==> src/hw/rtl/mbrm_pkg.sv <==
// ----------------------------------------------------------------------------
// mbrm_pkg: shared types and constants
// Command/result payloads, op and status codes, CRC-16/Modbus byte step.
// ----------------------------------------------------------------------------
package mbrm_pkg;

  // op codes
  localparam logic [1:0] OP_READ  = 2'd0;
  localparam logic [1:0] OP_WRITE = 2'd1;
  localparam logic [1:0] OP_BYTE  = 2'd2;
  localparam logic [1:0] OP_TICK  = 2'd3;

  // completion status codes
  localparam logic [1:0] ST_OK       = 2'd0;
  localparam logic [1:0] ST_TIMEOUT  = 2'd1;
  localparam logic [1:0] ST_CRC_ERR  = 2'd2;
  localparam logic [1:0] ST_ECHO_ERR = 2'd3;

  // result kinds
  localparam logic KIND_TX  = 1'b0;
  localparam logic KIND_CPL = 1'b1;

  // config register indexes
  localparam logic CFG_DEVICE_ADDR   = 1'b0;
  localparam logic CFG_TIMEOUT_TICKS = 1'b1;

  localparam logic [7:0]  DEVICE_ADDR_RST   = 8'd1;
  localparam logic [15:0] TIMEOUT_TICKS_RST = 16'd100;

  localparam logic [7:0]  FN_READ_HOLDING = 8'h03;
  localparam logic [7:0]  FN_WRITE_SINGLE = 8'h06;
  localparam logic [15:0] READ_COUNT      = 16'h0001;
  localparam logic [15:0] CRC_INIT        = 16'hFFFF;
  localparam logic [15:0] CRC_POLY        = 16'hA001;
  localparam logic [15:0] ERR_VALUE       = 16'hFFFF;

  typedef struct packed {
    logic [1:0]  op;
    logic [15:0] reg_addr;
    logic [15:0] write_value;
    logic [7:0]  rx_data;
  } cmd_t;

  typedef struct packed {
    logic        kind;
    logic [7:0]  tx_data;
    logic        last;
    logic [15:0] read_value;
    logic [1:0]  status;
  } rsp_t;

  // request header handed to the serializer at start
  typedef struct packed {
    logic [7:0]  dev_addr;
    logic [7:0]  func;
    logic [15:0] reg_addr;
    logic [15:0] word;
  } req_t;

  // serializer output toward the result register
  typedef struct packed {
    logic       busy;
    logic [7:0] data;
    logic       last;
  } tx_t;

  // one reflected CRC-16/Modbus byte step
  function automatic logic [15:0] crc_byte(input logic [15:0] c, input logic [7:0] b);
    logic [15:0] r;
    r = c ^ {8'h00, b};
    for (int k = 0; k < 8; k++) begin
      if (r[0]) begin
        r = (r >> 1) ^ CRC_POLY;
      end else begin
        r = r >> 1;
      end
    end
    return r;
  endfunction

endpackage

==> src/hw/rtl/mbrm_req_tx.sv <==
// ----------------------------------------------------------------------------
// mbrm_req_tx: request serializer
// Shifts out request bytes 1..7 (byte 0 goes out at start), folds the CRC in
// one byte per step, and keeps a copy of all eight bytes for echo checking.
// ----------------------------------------------------------------------------
module mbrm_req_tx
  import mbrm_pkg::*;
(
  input  logic       clk,
  input  logic       rst,
  input  logic       start,
  input  req_t       req,
  input  logic       advance,
  output tx_t        tx,
  input  logic [2:0] echo_idx,
  output logic [7:0] echo_byte
);

  logic       busy;
  logic [2:0] cnt;
  logic [39:0] shift;
  logic [15:0] crc;
  logic [7:0]  request_copy [8];

  always_comb begin
    tx.busy = busy;
    tx.last = 1'b0;
    case (cnt)
      3'd6: tx.data = crc[7:0];
      3'd7: begin
        tx.data = crc[15:8];
        tx.last = 1'b1;
      end
      default: tx.data = shift[39:32];
    endcase
  end

  assign echo_byte = request_copy[echo_idx];

  always_ff @(posedge clk) begin
    if (rst) begin
      busy <= 1'b0;
      cnt  <= 3'd0;
    end else if (start) begin
      busy <= 1'b1;
      cnt  <= 3'd1;
    end else if (advance && busy) begin
      cnt <= cnt + 3'd1;
      if (cnt == 3'd7) begin
        busy <= 1'b0;
      end
    end
  end

  always_ff @(posedge clk) begin
    if (start) begin
      request_copy[0] <= req.dev_addr;
      request_copy[1] <= req.func;
      request_copy[2] <= req.reg_addr[15:8];
      request_copy[3] <= req.reg_addr[7:0];
      request_copy[4] <= req.word[15:8];
      request_copy[5] <= req.word[7:0];
      shift <= {req.func, req.reg_addr, req.word};
      crc   <= crc_byte(CRC_INIT, req.dev_addr);
    end else if (advance && busy) begin
      if (cnt <= 3'd5) begin
        crc   <= crc_byte(crc, shift[39:32]);
        shift <= {shift[31:0], 8'h00};
      end
      if (cnt == 3'd6) begin
        request_copy[6] <= crc[7:0];
      end
      if (cnt == 3'd7) begin
        request_copy[7] <= crc[15:8];
      end
    end
  end

endmodule

==> src/hw/rtl/modbus_rtu_register_master_core.sv <==
// ----------------------------------------------------------------------------
// modbus_rtu_register_master_core: Modbus RTU single-register master
// Builds read/write requests, checks responses, times out on ticks.
// ----------------------------------------------------------------------------
// Usage:
//   cmd channel (valid/ready) carries one item per transfer: start read,
//   start write, one received byte, or one timer tick.
//   rsp channel carries results: eight request bytes per start (the eighth
//   flagged last), then one completion with read_value and status.
//   cfg_we/cfg_index/cfg_data write device_addr (0) and timeout_ticks (1);
//   write only while no transaction is running.
// Latency/throughput:
//   A byte or tick item is handled when it transfers; its completion, if any,
//   is in the result register the cycle after the transfer. On a start,
//   byte 0 goes out the next cycle and the serializer emits one byte per
//   cycle after that while the result register is free, one CRC byte step
//   per cycle. cmd_ready is low while the serializer runs.
// Reset: synchronous, clears phase, counters and the result valid;
//   registers return to device_addr 1, timeout_ticks 100.
// Stall: a result waits in the output register; besides the serializer run,
//   cmd_ready drops when that register is full and not being taken this
//   cycle. A stalled serializer holds its byte until the register frees up.
// ----------------------------------------------------------------------------
module modbus_rtu_register_master_core
  import mbrm_pkg::*;
(
  input  logic        clk,
  input  logic        rst,
  input  logic        cmd_valid,
  output logic        cmd_ready,
  input  cmd_t        cmd,
  output logic        rsp_valid,
  input  logic        rsp_ready,
  output rsp_t        rsp,
  input  logic        cfg_we,
  input  logic        cfg_index,
  input  logic [15:0] cfg_data
);

  typedef enum logic [2:0] {
    PH_IDLE  = 3'b001,
    PH_READ  = 3'b010,
    PH_WRITE = 3'b100
  } phase_t;

  // config
  logic [7:0]  device_addr;
  logic [15:0] timeout_ticks;

  // transaction state
  phase_t      phase, phase_next;
  logic [8:0]  rx_index, rx_index_next;
  logic [7:0]  byte_count, byte_count_next;
  logic [15:0] running_crc, running_crc_next;
  logic [15:0] data_word, data_word_next;
  logic        echo_bad, echo_bad_next;
  logic [15:0] elapsed, elapsed_next;

  // handshake
  logic out_free;
  logic acc;
  logic is_start;

  // completion
  logic        cpl;
  logic [15:0] cpl_val;
  logic [1:0]  cpl_st;

  logic [16:0] tick_sum;
  logic [8:0]  span;
  logic        bad;

  req_t       req;
  tx_t        tx;
  logic [7:0] echo_byte;

  assign out_free  = !rsp_valid || rsp_ready;
  assign cmd_ready = !tx.busy && out_free;
  assign acc       = cmd_valid && cmd_ready;
  assign is_start  = (cmd.op == OP_READ) || (cmd.op == OP_WRITE);

  assign req.dev_addr = device_addr;
  assign req.func     = (cmd.op == OP_WRITE) ? FN_WRITE_SINGLE : FN_READ_HOLDING;
  assign req.reg_addr = cmd.reg_addr;
  assign req.word     = (cmd.op == OP_WRITE) ? cmd.write_value : READ_COUNT;

  mbrm_req_tx u_req_tx (
    .clk       (clk),
    .rst       (rst),
    .start     (acc && is_start),
    .req       (req),
    .advance   (out_free),
    .tx        (tx),
    .echo_idx  (rx_index[2:0]),
    .echo_byte (echo_byte)
  );

  // config writes
  always_ff @(posedge clk) begin
    if (rst) begin
      device_addr   <= DEVICE_ADDR_RST;
      timeout_ticks <= TIMEOUT_TICKS_RST;
    end else if (cfg_we) begin
      unique case (cfg_index)
        CFG_DEVICE_ADDR:   device_addr   <= cfg_data[7:0];
        CFG_TIMEOUT_TICKS: timeout_ticks <= cfg_data;
        default: ;
      endcase
    end
  end

  // per-item update
  always_comb begin
    phase_next       = phase;
    rx_index_next    = rx_index;
    byte_count_next  = byte_count;
    running_crc_next = running_crc;
    data_word_next   = data_word;
    echo_bad_next    = echo_bad;
    elapsed_next     = elapsed;
    cpl     = 1'b0;
    cpl_val = 16'h0000;
    cpl_st  = ST_OK;
    bad     = echo_bad;
    tick_sum = {1'b0, elapsed} + 17'd1;
    span     = {1'b0, byte_count} + 9'd3;

    if (acc) begin
      if (is_start) begin
        phase_next       = (cmd.op == OP_WRITE) ? PH_WRITE : PH_READ;
        rx_index_next    = 9'd0;
        byte_count_next  = 8'd0;
        running_crc_next = CRC_INIT;
        data_word_next   = 16'h0000;
        echo_bad_next    = 1'b0;
        elapsed_next     = 16'h0000;
      end else if (phase != PH_IDLE) begin
        if (cmd.op == OP_TICK) begin
          // saturating tick count
          elapsed_next = tick_sum[16] ? 16'hFFFF : tick_sum[15:0];
          if (tick_sum >= {1'b0, timeout_ticks}) begin
            cpl        = 1'b1;
            cpl_val    = ERR_VALUE;
            cpl_st     = ST_TIMEOUT;
            phase_next = PH_IDLE;
          end
        end else if (phase == PH_WRITE) begin
          // echo must repeat the request byte for byte
          bad           = echo_bad || (echo_byte != cmd.rx_data);
          echo_bad_next = bad;
          rx_index_next = rx_index + 9'd1;
          if (rx_index[2:0] == 3'd7) begin
            cpl        = 1'b1;
            cpl_val    = bad ? ERR_VALUE : 16'h0000;
            cpl_st     = bad ? ST_ECHO_ERR : ST_OK;
            phase_next = PH_IDLE;
          end
        end else begin
          // read response: addr, func, count, data..., crc lo, crc hi
          if (rx_index == 9'd2) begin
            byte_count_next = cmd.rx_data;
          end
          if (rx_index == 9'd3) begin
            data_word_next = {cmd.rx_data, 8'h00};
          end
          if (rx_index == 9'd4) begin
            data_word_next = {data_word[15:8], cmd.rx_data};
          end
          if (rx_index < 9'd3 || rx_index < span) begin
            running_crc_next = crc_byte(running_crc, cmd.rx_data);
          end else if (rx_index == span) begin
            bad = echo_bad || (cmd.rx_data != running_crc[7:0]);
          end else begin
            bad        = echo_bad || (cmd.rx_data != running_crc[15:8]);
            cpl        = 1'b1;
            phase_next = PH_IDLE;
          end
          echo_bad_next = bad;
          rx_index_next = rx_index + 9'd1;
          cpl_val = bad ? ERR_VALUE : data_word_next;
          cpl_st  = bad ? ST_CRC_ERR : ST_OK;
        end
      end
    end
  end

  always_ff @(posedge clk) begin
    if (rst) begin
      phase       <= PH_IDLE;
      rx_index    <= 9'd0;
      byte_count  <= 8'd0;
      running_crc <= CRC_INIT;
      data_word   <= 16'h0000;
      echo_bad    <= 1'b0;
      elapsed     <= 16'h0000;
    end else begin
      phase       <= phase_next;
      rx_index    <= rx_index_next;
      byte_count  <= byte_count_next;
      running_crc <= running_crc_next;
      data_word   <= data_word_next;
      echo_bad    <= echo_bad_next;
      elapsed     <= elapsed_next;
    end
  end

  // result register: start byte 0, completion, or serializer byte
  always_ff @(posedge clk) begin
    if (rst) begin
      rsp_valid <= 1'b0;
    end else if ((acc && (is_start || cpl)) || (tx.busy && out_free)) begin
      rsp_valid <= 1'b1;
    end else if (rsp_ready) begin
      rsp_valid <= 1'b0;
    end
  end

  always_ff @(posedge clk) begin
    if (acc && is_start) begin
      rsp <= '{kind: KIND_TX, tx_data: device_addr, last: 1'b0,
               read_value: 16'h0000, status: ST_OK};
    end else if (acc && cpl) begin
      rsp <= '{kind: KIND_CPL, tx_data: 8'h00, last: 1'b0,
               read_value: cpl_val, status: cpl_st};
    end else if (tx.busy && out_free) begin
      rsp <= '{kind: KIND_TX, tx_data: tx.data, last: tx.last,
               read_value: 16'h0000, status: ST_OK};
    end
  end

endmodule

==> config.mk <==
export PLATFORM = sky130hd
export DESIGN_NAME = modbus_rtu_register_master_core
export DESIGN_NICKNAME = d
export VERILOG_FILES = /design/src/hw/rtl/mbrm_pkg.sv /design/src/hw/rtl/mbrm_req_tx.sv /design/src/hw/rtl/modbus_rtu_register_master_core.sv
export SDC_FILE = /design/constraint.sdc
export NUM_CORES = 1
export LEC_CHECK = 0
export BUFFER_PORTS_ARGS = -buffer_cell sky130_fd_sc_hd__buf_2
export CAP_MARGIN = 25
export CORE_MARGIN = 3
export CORE_UTILIZATION = 60
export CTS_CLUSTER_DIAMETER = 150
export DETAILED_ROUTE_END_ITERATION = 8
export GPL_ROUTABILITY_DRIVEN = 0
export PLACE_DENSITY = 0.76
export SKIP_CTS_REPAIR_TIMING = 1
export SLEW_MARGIN = 20
export SYNTH_ARGS = -nofsm -noshare
export SYNTH_HDL_FRONTEND = slang
export SYNTH_SLANG_ARGS = --single-unit
export TNS_END_PERCENT = 1
==> constraint.sdc <==
create_clock -name clk -period 7.4 [get_ports clk]
set_input_delay 1.48 -clock clk [delete_from_list [all_inputs] [get_ports clk]]
set_output_delay 1.48 -clock clk [all_outputs]
set_load 0.05 [all_outputs]
[Word-level counts from Yosys, hierarchy flattened]
Memory sizes are Yosys's and may differ from the RTL's. A register that Yosys moved wholly into a read port is not among the register bits.
Index checks and enable logic that the tools add are counted.
Widths: inputs -> output; s select.
Cells by class
  add/sub/neg operators: 4
  mux-type cells: 201
  magnitude comparators: 4
  equal/unequal tests: 20
  bitwise operators: 28
  reductions and logical operators: 41
Operator list (count)
  $mux 16: 122
  $mux 40: 3
  $not 2->3: 24
  $mux 28: 2
  $mux 8: 7
  $mux 3: 14
  $mux 1: 40
  $xor 16x8->16: 2
  $mux 27: 1
  $mux 9: 3
  $ne 8x8->1: 3
  $eq 9x2->1 const B: 2
  $reduce_bool 2->1: 9
  $add 16x1->17 const B: 1
  $ge 17x16->1: 1
  $mux 2: 8
  $not 8->16: 1
  $pmux 8 s2: 1
  $reduce_or 8->1: 2
  $eq 3x3->1 const B: 4
  $reduce_and 5->1: 2
  $add 8x2->9 const B: 1
  $add 9x1->9 const B: 1
  $eq 9x3->1 const B: 1
  23 further kinds: 43
Word-level totals
  RAM bits: 64
  output and inout bits: 30
  input port bits: 64
  logic and storage cells: 319
  register bits after elaboration: 182
  memories kept: 1
Memory list
  u_req_tx.request_copy: words 8, bits a word 8, rd ports 1, clocked after Yosys merged registers in 1, wr ports 6, line mbrm_req_tx.sv:23  | logic [7:0] request_copy [8];

[Longest topological paths before layout]
  word-level depth: 64
  depth in mapped cells: 18
  depth with buffers taken out: 15

[Modules after synthesis]
Synthesis repeated with hierarchy kept, for this count alone.
Unflattened totals
  cells, all modules: 1109
  area total of the unflattened synthesis: 12220.5 um2
By module, submodules not included
  modbus_rtu_register_master_core: sequential area each 2522.4 um2, instances 1, area an instance 6854.1 um2, cells an instance 801
  mbrm_req_tx: sequential area each 3683.5 um2, instances 1, area an instance 5366.4 um2, cells an instance 308

[Worst setup path after synthesis]
Ideal clock, no wire load.
  path kind: input to register
  from: input port rsp_ready
  to: register u_req_tx.crc[0] (enable)
  buffers on the path: 1
  arrival time: 5832 ps
  stages: 4
  data required time: 6853 ps
  library setup time: 547 ps
  path slack: 1021 ps
  cells stage by stage: nand2b_1 -> nand2_1 -> clkbuf_1 -> o21ai_0
On the way
  word-level cells in the longest chain between the ends: 6
  elaborated cells on any way between the ends: 8
  those cells by class: reduce/logical: 8
RTL lines
  start, declared: line modbus_rtu_register_master_core.sv:33  | input logic rsp_ready,
  $logic_or 1x1->1 *: line modbus_rtu_register_master_core.sv:77  | assign out_free = !rsp_valid || rsp_ready;
  $logic_and 1x1->1: line modbus_rtu_register_master_core.sv:78  | assign cmd_ready = !tx.busy && out_free;
  $logic_and 1x1->1: line modbus_rtu_register_master_core.sv:79  | assign acc = cmd_valid && cmd_ready;
  $logic_and 1x1->1: line modbus_rtu_register_master_core.sv:90  | .start (acc && is_start),
  $reduce_bool 2->1 (no source line)
  $reduce_and 2->1 (no source line) *
  end signal, assigned: line mbrm_req_tx.sv:64  | crc <= crc_byte(CRC_INIT, req.dev_addr);
  end signal, assigned: line mbrm_req_tx.sv:67  | crc <= crc_byte(crc, shift[39:32]);
  end, declared: line mbrm_req_tx.sv:22  | logic [15:0] crc;
Mark *: on every way between the ends. The rest lies on a longest branch, timed or not.
A chain may end at the register's enable or synchronous reset.

[Worst setup path in the final report]
  from: register elapsed[0]
  to: register rsp[20] in the netlist's numbering (enable)
On the way
  word-level cells in the longest chain between the ends: 9
RTL lines
  start, declared: line modbus_rtu_register_master_core.sv:57  | logic [15:0] elapsed, elapsed_next;
  start signal, assigned: line modbus_rtu_register_master_core.sv:203  | elapsed <= elapsed_next;
  $add 16x1->17: line modbus_rtu_register_master_core.sv:125  | tick_sum = {1'b0, elapsed} + 17'd1;
  $ge 17x16->1: line modbus_rtu_register_master_core.sv:141  | if (tick_sum >= {1'b0, timeout_ticks}) begin
  $mux 1: line modbus_rtu_register_master_core.sv:141
  $mux 1: line modbus_rtu_register_master_core.sv:138  | if (cmd.op == OP_TICK) begin
  $mux 1: line modbus_rtu_register_master_core.sv:137  | end else if (phase != PH_IDLE) begin
  $mux 1: line modbus_rtu_register_master_core.sv:129  | if (is_start) begin
  $mux 1: line modbus_rtu_register_master_core.sv:128  | if (acc) begin
  $logic_and 1x1->1: line modbus_rtu_register_master_core.sv:222  | end else if (acc && cpl) begin
  $reduce_bool 3->1 (no source line)
  end signal, assigned: line modbus_rtu_register_master_core.sv:220  | rsp <= '{kind: KIND_TX, tx_data: device_addr, last: 1'b0,
  end signal, assigned: line modbus_rtu_register_master_core.sv:223  | rsp <= '{kind: KIND_CPL, tx_data: 8'h00, last: 1'b0,
  end signal, assigned: line modbus_rtu_register_master_core.sv:226  | rsp <= '{kind: KIND_TX, tx_data: tx.data, last: tx.last,
  end, declared: line modbus_rtu_register_master_core.sv:34  | output rsp_t rsp,
No other way between the ends.

==> impl_results.md <==
* Status: finished, final reports clean
* Area Overhead vs Synth at 11.9%
* Final Hold Fails at 0
* Slew HR at 0.344
* Vias at 8719
* Insertion delay to the later sink of the worst-skew pair at 0.53 ns
* Final Cycle Share at 0.671
* F_max at 201 MHz
* Vias in the first global route at 8289
* Post-synth ARST share at 0
* Leak at 5.09 nW
* Fin. max-slew vios at 0
* Worst R2R Path Depth at 14
* Cell with the most instances after synthesis: nand2_1
* Final WS setup at 2.44 ns
* Starting DRT DRC Count at 666
* Ys Warns at 0
* Area contributors post-synth: edfxtp_1, dfxtp_1, nand2_1
* Kind of critical path: register to register
* Min-Delay Path Class: register to register
* Initial antenna violation count at 0
* Register-to-register setup slack at 2.44 ns
* Initial Utilization at 0.620
* Setup TNS at 0 ns
* Cts bufs inserted at 26
* TritonCTS clock tree: done
* Clk slew on worst S/H paths at 0.06 ns
* Max Cap Viol at 0
* Die width at 146 um
* Top-area cell type share of the netlist area at 0.311
* Worst hold stages at 2
* Worst R2R Start: elapsed[0]$_SDFFE_PP0P_
* Die area at 21400 um2
* Final nets at 1322
* H-Tree Depth at 1
* Fraction of layout instances using a drive strength above 1 at 0.130
* Fin crit period at 4.96 ns
* Dpl ws at 2.51 ns
* Core area at 19000 um2
* Worst-path maximum fanout at 18
* Post-Syn Area at 11800 um2
* Dominant cell type by area after synthesis: edfxtp_1
* Post-synthesis net count at 1264
* Vias per cell at 5.80
* CP startpoint kind: register
* R2R Path End: rsp[20]$_DFFE_PP_
* Gr usage total at 0.248
* IO buf count at 93
* Remaining antenna violation count at 0
* Initial DRT Pass Iterations at 5
* Die Y at 146 um
* Hold endpoint: timeout_ticks[9]$_SDFFE_PP0P_
* Flops & latches, synth at 243
* Drt total wl at 26.9 mm
* DR WL/cell at 17.9 um
* # clock sinks at 243
* Congestion Overflow GR at 0
* # DRC at 0
* Number of synthesized flops with an enable pin at 122
* Setup crit end kind: register
* Setup Viol. Count Final at 0
* Distinct cell type count after synthesis at 62
* Sequential fraction of the synthesis area at 0.516
* HP Start: timeout_ticks[9]$_SDFFE_PP0P_
* CTS max path bufs at 3
* Post-DP HPWL at 18.1 mm
* Largest net degree at the start of global routing at 100
* Main flop type after synthesis: edfxtp_1
* IO Pins at 94
* Power Density at 253 nW/um2
* Ant. Diodes at 0
* Root Buffer: clkbuf_16
* Synth cell count leaders: nand2_1, edfxtp_1, dfxtp_1, nor2_1, a21oi_1
* # rows at 50
* Clk_skew at 0.0214 ns
* First-pass GRT wire length at 43.4 mm
* RSZ-0062 raised after global routing: no
* Fill count at 1503
* Maximum vdd ir drop at 310 uV
* Mean Syn Cell Area at 10.1 um2
* Least-Margin Pin Slew at 0.981 ns
* CP arrival at 5.16 ns
* Post-Synthesis Cells at 1165
* Overall power at 0.00333 W
* Data required, critical path at 7.59 ns
-- worst max path at each step --
stage / start / end / cells after the start
after floorplan: rsp_ready / u_req_tx.crc[0]$_DFFE_PP_ / 4
after global placement: elapsed[0]$_SDFFE_PP0P_ / rsp[26]$_DFFE_PP_ / 14
after detailed placement: elapsed[0]$_SDFFE_PP0P_ / rsp[25]$_DFFE_PP_ / 14
after CTS: elapsed[0]$_SDFFE_PP0P_ / rsp[21]$_DFFE_PP_ / 14
after global routing: elapsed[0]$_SDFFE_PP0P_ / rsp[21]$_DFFE_PP_ / 14
final: elapsed[0]$_SDFFE_PP0P_ / rsp[20]$_DFFE_PP_ / 14
-- worst max-delay path, cell delays in order, from the launching register on --
cell and delay (ns):
dfxtp_1 0.41, ha_1 0.25, nand3_1 0.23, nor3_1 0.54
and3_1 0.30, nand3_1 0.17, nor2_1 0.25, xor2_1 0.19
ha_1 0.27, a21o_1 0.16, a211o_1 0.28, o311a_1 0.34
and2_1 0.25, nor3_4 0.60, inv_1 0.39
-- metrics by stage --
stage,utilization,std cells,hold WS (ns),area [um2]
detailed placement,0.649,1454,0.447,12300
finish,0.693,1503,0.452,13200
global placement,0.649,1454,0.443,12300
CTS,0.693,1502,0.455,13200
floorplan,-,1165,0.406,11800
global route,0.693,1503,0.481,13200
-- metal layers --
| layer | routed length [um] | GRT usage | share of wire |
|---|---|---|---|
| met1 | 12300 | 0.364 | 0.46 |
| met2 | 12200 | 0.392 | 0.45 |
| met3 | 1960 | 0.0428 | 0.073 |
| met4 | 459 | 0.0527 | 0.017 |
| met5 | 0 | 0 | 0 |
-- final cells by class --
type                    count  area, um2  area share
clock inverters            12        109     0.00826
repair buffers            102        533      0.0404
flip-flops and latches    243       6090       0.462
well taps                 260        325      0.0247
inverters                  30        114     0.00864
clock buffers              36        722      0.0548
multi-input cells         820       5300       0.402
-- cell families (layout without fill, tap and decap cells) --
family / after synthesis / count (layout) / synth area share
XOR/XNOR: 94 / 94 / 0.0710
flip-flops: 243 / 243 / 0.516
AND/OR/NAND/NOR: 435 / 435 / 0.176
adder cells (fa/ha/maj): 35 / 35 / 0.0372
multiplexers: 41 / 41 / 0.0437
AO/OA/AOI/OAI: 215 / 215 / 0.119
buffers and inverters: 102 / 180 / 0.0361
-- where the power goes --
part           switching [W]  internal [W]  leakage [nW]
sequential         0.0000624       0.00154          2.14
clock               0.000512      0.000749         0.406
combinational       0.000285      0.000190          2.55
total               0.000860       0.00248          5.09
-- cells in the final DEF (no fill, tap or decap), drive strengths merged, types with 6 or more instances in the layout --
| cell | count |
|---|---|
| a21oi | 70 |
| a221o | 16 |
| a22o | 17 |
| a22oi | 32 |
| and2 | 36 |
| and3 | 6 |
| buf | 102 |
| clkbuf | 36 |
| clkinv | 9 |
| dfxtp | 121 |
| edfxtp | 122 |
| ha | 35 |
| inv | 29 |
| mux2i | 32 |
| mux4 | 8 |
| nand2 | 192 |
| nand2b | 29 |
| nand3 | 38 |
| nand3b | 8 |
| nand4 | 8 |
| nor2 | 72 |
| nor2b | 11 |
| nor3 | 12 |
| nor3b | 10 |
| o21ai | 47 |
| xnor2 | 56 |
| xor2 | 37 |
-- flip-flops by register name (all words and copies together), names as in the netlist, named ones only --
name / count
running_crc: 16
u_req_tx.cnt: 3
u_req_tx.busy: 1
rsp: 28
u_req_tx.shift: 40
u_req_tx.crc: 16
echo_bad: 1
data_word: 16
device_addr: 8
elapsed: 16
byte_count: 8
rx_index: 9
rsp_valid: 1
u_req_tx.request_copy: 58
phase: 3
timeout_ticks: 16
(Power assumes the default switching activity.)
